**src/cmot_pkg.sv**
```systemverilog
// Package for the component min online tracker: widths, commands, controller types.
// No dependencies.
`default_nettype none
package cmot_pkg;
    localparam int MAX_STATIONS_DEF = 1024;
    localparam int ID_W = 10;

    localparam logic [1:0] CMD_CONNECT = 2'd0;
    localparam logic [1:0] CMD_QUERY   = 2'd1;
    localparam logic [1:0] CMD_OFFLINE = 2'd2;
    localparam logic [1:0] CMD_NONE    = 2'd3;

    // Which address the datapath drives to the memories this cycle.
    typedef enum logic [2:0] {
        ASEL_WALK = 3'd0,
        ASEL_COMP = 3'd1,
        ASEL_ROOT = 3'd2,
        ASEL_SCAN = 3'd3,
        ASEL_A    = 3'd4,
        ASEL_RA   = 3'd5
    } asel_t;

    typedef struct packed {
        logic  load;
        logic  mem_rd;
        asel_t asel;
        logic  walk_from_a;
        logic  walk_from_b;
        logic  walk_from_scan;
        logic  walk_step;
        logic  comp_from_a;
        logic  comp_from_b;
        logic  comp_from_scan;
        logic  comp_step;
        logic  save_ra;
        logic  save_root;
        logic  link_wr;
        logic  cursor_clear;
        logic  cursor_rd;
        logic  cursor_load;
        logic  cursor_wr;
        logic  scan_step;
        logic  off_wr;
        logic  compress_wr;
        logic  clr_step;
        logic  emit;
        logic  emit_self;
        logic  emit_none;
        logic  emit_bad;
    } ctl_t;

    typedef struct packed {
        logic       bad;
        logic [1:0] cmd;
        logic       walk_done;
        logic       comp_done;
        logic       roots_equal;
        logic       a_offline;
        logic       scan_over;
        logic       scan_hit_off;
        logic       scan_root_eq;
        logic       clr_done;
    } sts_t;
endpackage
`default_nettype wire

```
**src/cmot_ctrl.sv**
```systemverilog
// Controller: sequences find, link, compress, offline and scan steps.
// Depends on cmot_pkg.
`default_nettype none
module cmot_ctrl (
    input  wire logic           clk,
    input  wire logic           rst_n,
    input  wire logic           start,
    input  wire logic [1:0]     command,
    input  wire cmot_pkg::sts_t sts,
    output logic                busy,
    output cmot_pkg::ctl_t      ctl
);
    typedef enum logic [15:0] {
        S_CLEAR  = 16'b0000000000000001,
        S_IDLE   = 16'b0000000000000010,
        S_CHECK  = 16'b0000000000000100,
        S_WRD    = 16'b0000000000001000,
        S_WCHK   = 16'b0000000000010000,
        S_CRD    = 16'b0000000000100000,
        S_CCHK   = 16'b0000000001000000,
        S_LINK   = 16'b0000000010000000,
        S_OFFRD  = 16'b0000000100000000,
        S_OFFCHK = 16'b0000001000000000,
        S_CURRD  = 16'b0000010000000000,
        S_CURLD  = 16'b0000100000000000,
        S_SRD    = 16'b0001000000000000,
        S_SCHK   = 16'b0010000000000000,
        S_SFOUND = 16'b0100000000000000,
        S_CCLR   = 16'b1000000000000000
    } state_t;

    // Find purpose: 0 root of a, 1 root of b, 2 query root, 3 scan candidate root.
    typedef enum logic [1:0] {
        F_A = 2'd0, F_B = 2'd1, F_Q = 2'd2, F_S = 2'd3
    } find_t;

    state_t state_reg, state_next;
    find_t  find_reg, find_next;

    assign busy = (state_reg != S_IDLE);

    always_ff @(posedge clk or negedge rst_n)
    begin
        if (!rst_n)
        begin
            state_reg <= S_CLEAR;
            find_reg  <= F_A;
        end
        else
        begin
            state_reg <= state_next;
            find_reg  <= find_next;
        end
    end

    always_comb
    begin
        state_next = state_reg;
        find_next  = find_reg;
        ctl = '0;
        ctl.asel = cmot_pkg::ASEL_WALK;
        unique case (state_reg)
            S_CLEAR:
            begin
                if (sts.clr_done) state_next = S_IDLE;
            end
            S_IDLE:
            begin
                if (start && command != cmot_pkg::CMD_NONE)
                begin
                    ctl.load = 1'b1;
                    state_next = S_CHECK;
                end
            end
            S_CHECK:
            begin
                if (sts.bad)
                begin
                    ctl.emit = 1'b1;
                    ctl.emit_bad = 1'b1;
                    state_next = S_IDLE;
                end
                else if (sts.cmd == cmot_pkg::CMD_CONNECT)
                begin
                    ctl.walk_from_a = 1'b1;
                    ctl.comp_from_a = 1'b1;
                    find_next = F_A;
                    state_next = S_WRD;
                end
                else if (sts.cmd == cmot_pkg::CMD_OFFLINE)
                begin
                    ctl.asel = cmot_pkg::ASEL_A;
                    ctl.off_wr = 1'b1;
                    state_next = S_IDLE;
                end
                else
                begin
                    state_next = S_OFFRD;
                end
            end
            S_OFFRD:
            begin
                ctl.asel = cmot_pkg::ASEL_A;
                state_next = S_OFFCHK;
            end
            S_OFFCHK:
            begin
                if (!sts.a_offline)
                begin
                    ctl.emit = 1'b1;
                    ctl.emit_self = 1'b1;
                    state_next = S_IDLE;
                end
                else
                begin
                    ctl.walk_from_a = 1'b1;
                    ctl.comp_from_a = 1'b1;
                    find_next = F_Q;
                    state_next = S_WRD;
                end
            end
            S_WRD:
            begin
                ctl.asel = cmot_pkg::ASEL_WALK;
                state_next = S_WCHK;
            end
            S_WCHK:
            begin
                ctl.asel = cmot_pkg::ASEL_WALK;
                if (sts.walk_done)
                begin
                    ctl.save_root = 1'b1;
                    state_next = S_CRD;
                end
                else
                begin
                    ctl.walk_step = 1'b1;
                    state_next = S_WRD;
                end
            end
            S_CRD:
            begin
                ctl.asel = cmot_pkg::ASEL_COMP;
                if (sts.comp_done)
                begin
                    unique case (find_reg)
                        F_A:
                        begin
                            ctl.save_ra = 1'b1;
                            ctl.walk_from_b = 1'b1;
                            ctl.comp_from_b = 1'b1;
                            find_next = F_B;
                            state_next = S_WRD;
                        end
                        F_B: state_next = S_LINK;
                        F_Q:
                        begin
                            // Keep the query root while candidate finds reuse root_reg.
                            ctl.save_ra = 1'b1;
                            state_next = S_CURRD;
                        end
                        F_S: state_next = S_SFOUND;
                        default: state_next = S_IDLE;
                    endcase
                end
                else
                begin
                    state_next = S_CCHK;
                end
            end
            S_CCHK:
            begin
                // Read data holds comp's parent; point comp at root and follow.
                ctl.asel = cmot_pkg::ASEL_COMP;
                ctl.compress_wr = 1'b1;
                ctl.comp_step = 1'b1;
                state_next = S_CRD;
            end
            S_LINK:
            begin
                ctl.asel = cmot_pkg::ASEL_ROOT;
                if (!sts.roots_equal)
                begin
                    ctl.link_wr = 1'b1;
                    state_next = S_CCLR;
                end
                else
                begin
                    state_next = S_IDLE;
                end
            end
            S_CCLR:
            begin
                // Restart the surviving root's scan at the first station.
                ctl.asel = cmot_pkg::ASEL_RA;
                ctl.cursor_clear = 1'b1;
                state_next = S_IDLE;
            end
            S_CURRD:
            begin
                ctl.asel = cmot_pkg::ASEL_ROOT;
                state_next = S_CURLD;
            end
            S_CURLD:
            begin
                ctl.cursor_load = 1'b1;
                state_next = S_SRD;
            end
            S_SRD:
            begin
                ctl.asel = cmot_pkg::ASEL_SCAN;
                if (sts.scan_over)
                begin
                    ctl.asel = cmot_pkg::ASEL_RA;
                    ctl.cursor_wr = 1'b1;
                    ctl.emit = 1'b1;
                    ctl.emit_none = 1'b1;
                    state_next = S_IDLE;
                end
                else
                begin
                    state_next = S_SCHK;
                end
            end
            S_SCHK:
            begin
                ctl.asel = cmot_pkg::ASEL_SCAN;
                if (sts.scan_hit_off)
                begin
                    ctl.scan_step = 1'b1;
                    state_next = S_SRD;
                end
                else
                begin
                    ctl.walk_from_scan = 1'b1;
                    find_next = F_S;
                    state_next = S_WRD;
                    ctl.comp_from_scan = 1'b1;
                end
            end
            S_SFOUND:
            begin
                ctl.asel = cmot_pkg::ASEL_ROOT;
                if (sts.scan_root_eq)
                begin
                    ctl.cursor_wr = 1'b1;
                    ctl.emit = 1'b1;
                    state_next = S_IDLE;
                end
                else
                begin
                    ctl.scan_step = 1'b1;
                    state_next = S_SRD;
                end
            end
            default: state_next = S_IDLE;
        endcase
    end
endmodule
`default_nettype wire

```
**config.mk**
```make
export PLATFORM = sky130hd
export DESIGN_NAME = cmot_ctrl
export DESIGN_NICKNAME = d
export VERILOG_FILES = /design/src/cmot_pkg.sv /design/src/cmot_ctrl.sv
export SDC_FILE = /design/constraint.sdc
export NUM_CORES = 1
export LEC_CHECK = 0
export BUFFER_PORTS_ARGS = -buffer_cell sky130_fd_sc_hd__buf_4
export CORE_MARGIN = 1
export CORE_UTILIZATION = 45
export CTS_BUF_LIST = sky130_fd_sc_hd__clkbuf_4
export DETAILED_ROUTE_END_ITERATION = 16
export GPL_TIMING_DRIVEN = 0
export MAX_ROUTING_LAYER = met4
export PLACE_DENSITY = 0.72
export SYNTH_ARGS = -nofsm -noshare
export SYNTH_HDL_FRONTEND = slang
export SYNTH_SLANG_ARGS = --single-unit
```
**constraint.sdc**
```tcl
create_clock -name clk -period 2.1 [get_ports clk]
set_input_delay 0.315 -clock clk [delete_from_list [all_inputs] [get_ports clk]]
set_output_delay 0.315 -clock clk [all_outputs]
set_load 0.03 [all_outputs]
```
==> metrics.cfg <==
[run_status]
outcome=finished, violations left
violations=negative setup slack

[yosys]
syn_inst=184
synthFlopType=dfrtp_1
yosys_warnings=0
netlist_top_cells_count=31 x nor2_1, 20 x nand2_1, 17 x dfrtp_1
synth-edff-count=0
syn_area_mm2=0.00144
synthArstFlopShare_pct=100
synth_most_common_cell=nor2_1
ys_ff_latch=18
yosys-top-cells-area=dfrtp_1 30%, nor2_1 8.1%, nand2_1 5.2%, nor3_1 4.2%, buf_4 4.2%
yosys.area.top_type=dfrtp_1
ys_seq_area_share_pct=31.5
synth_cell_types=45
postSynthAreaPerCell_um2=7.80
synth.top_cell.area_share_pct=29.6

[clock_network]
clock_latency_ns=0.30
clk_path_buf_depth=2
root_buffer=clkbuf_4
clk_pin_slew_worst_paths_ns=0.13
cts_made_buffers=3
cts_tree=done
clock-sinks=18
h-tree-depth=1

[floorplan]
die_h_um=58.5
coreArea_mm2=0.00303
rows=20
dieArea_mm2=0.00342
dieWidth_um=58.5
start_util_pct=47.4
ios=45

[timing]
max_slew_margin_pct=53.3
hold_viol=0
fin_tns_setup_ns=-10.29
setup_slack_ns=-0.791
rsz0062_at_grt=true
fmax_ghz=0.346
finalCritPeriodShare_pct=138
slew_viol_final=0
finClkSkew_ns=0.00654
setup_viol=29
post-route-min-period_ns=2.89
tightest_slew_ns=0.694

[placement]
dpl.hpwl_um=3240
dp_slack_ns=-0.437
dp_cells=271
routabilityCongestion=0.923
portBuffers=41

[worst_setup_path]
start_kind=flip-flop
crit_path_end_kind=output port
reg2reg_depth=10
r2r-start=state_reg[4]
required_ns=1.78
cp_data_arrival_time_ns=2.58
worstPathMaxFanout=4
path_class=reg -> out
rrSetupSlack_ns=-0.38
r2r_end=state_reg[1]

[pwr]
power.leakage_nw=1.34
power_density_mw_per_mm2=562
max-vdd-ir-drop_v=0.000385

[route]
routed_wl_um=8520
wl_per_cell_um=25.5
dr.pass1.iters=8
viasPerCell=6.67
ant_nets=0
drt_iter0_markers=369
vias=2227
drc_errors=0

[hold_path]
min_to=state_reg[15]
holdPathStages=2
worstHoldStart=sts[5]
hp-class=in -> reg

[cells_and_area]
layoutNonFillerInstCount=334
largest_reg_flops=16
fillers=58
layout.nets=307
drive_above_1_share_pct=66.6
diodes=0
syn2layout_area_growth_pct=103

[global_route]
grt_start_max_net_pins=19
antenna_found_initial=0
grt_pass1_wl_um=8440
overflow=0
grt_use_total_pct=34.7
grt_pass1_vias=1705

[flow_run]
max-cap-violations=0

[placed cells by master (no fill, tap or decap), types with 4 or more instances in the layout]
cell type and n:
buf_4 73, buf_6 42, dfrtp_1 6, dfrtp_2 11, inv_1 6, inv_2 4, nand2_1 8, nand2_2 7
nand3_1 5, nand4_1 4, nor2_1 20, nor2_4 8, nor3_1 6, nor3_4 4, nor4_4 6, nor4b_4 4
[how the worst max path moves through the flow]
stage | startpoint | endpoint | slack [ns] | cells after the start
finish | state_reg[4] | ctl[24] | -0.79 | 9
floorplan | state_reg[5] | ctl[24] | -0.14 | 6
global route | state_reg[4] | ctl[24] | -0.75 | 9
global placement | state_reg[14] | ctl[9] | -0.40 | 7
CTS | state_reg[4] | ctl[24] | -0.46 | 6
detailed placement | state_reg[13] | ctl[9] | -0.44 | 7
[report_power, final]
group	switching (mW)	internal [mW]	total (mW)
Sequential	0.0670	0.375	0.442
Combinational	0.574	0.427	1.00
Clock	0.128	0.0693	0.197
Total	0.768	0.871	1.64
[worst max-delay path, stage by stage (launching register included)]
cell	delay, ns
dfrtp_1	0.43
buf_6	0.13
buf_6	0.10
buf_8	0.12
buf_6	0.13
nor4_1	0.61
nand3_1	0.22
o22a_1	0.29
o21ai_4	0.08
buf_6	0.15
[repair_timing]
| item | CTS | global route |
|---|---|---|
| endpoints found under the setup margin | 32 | 31 |
| pin swaps | 25 | 29 |
| resized for setup | 68 | 56 |
| hold buffers | 1 | 0 |
| hold endpoints to repair | 17 | 0 |
| setup buffers | 37 | 33 |
[routing by layer]
layer	wire, µm	up-vias	GRT usage [%]	share of wire (%)
li1	-	858	-	-
met1	2880	1011	37.6	34
met2	3830	250	59.4	45
met3	1050	108	7.25	12
met4	759	0	18.7	8.9
met5	0	-	-	0
[metrics by stage]
step                hold slack [ns]  utilization (%)  total power, mW  cell area, µm²
floorplan                    0.0194                -            0.782            1560
global placement              0.196             63.4            0.927            1920
detailed placement            0.206             63.4            0.934            1920
CTS                           0.173             80.9             1.32            2450
global route                  0.178             96.4             1.70            2920
finish                        0.199             96.4             1.64            2920
[cell families (layout without fill, tap and decap cells)]
logic type	after synthesis	count (layout)	synth area share, %
AND/OR/NAND/NOR	111	111	42.6
XOR/XNOR	6	6	3.66
buffers and inverters	28	132	10.7
other	1	3	0.261
multiplexers	3	3	2.18
AO/OA/AOI/OAI	17	17	9.07
flip-flops	18	18	31.5
[layout make-up]
cell class / instances / area (µm²) / share of cell area, %
multi-input combinational: 140 / 1270 / 43.5
timing repair buffer: 109 / 980 / 33.6
sequential: 18 / 465 / 15.9
buffer: 9 / 86.3 / 2.96
tap: 44 / 55.1 / 1.89
inverter: 10 / 37.5 / 1.29
clock buffer: 3 / 22.5 / 0.772
clock inverter: 1 / 3.75 / 0.129
Note: power is estimated with default switching activity, not from simulation.
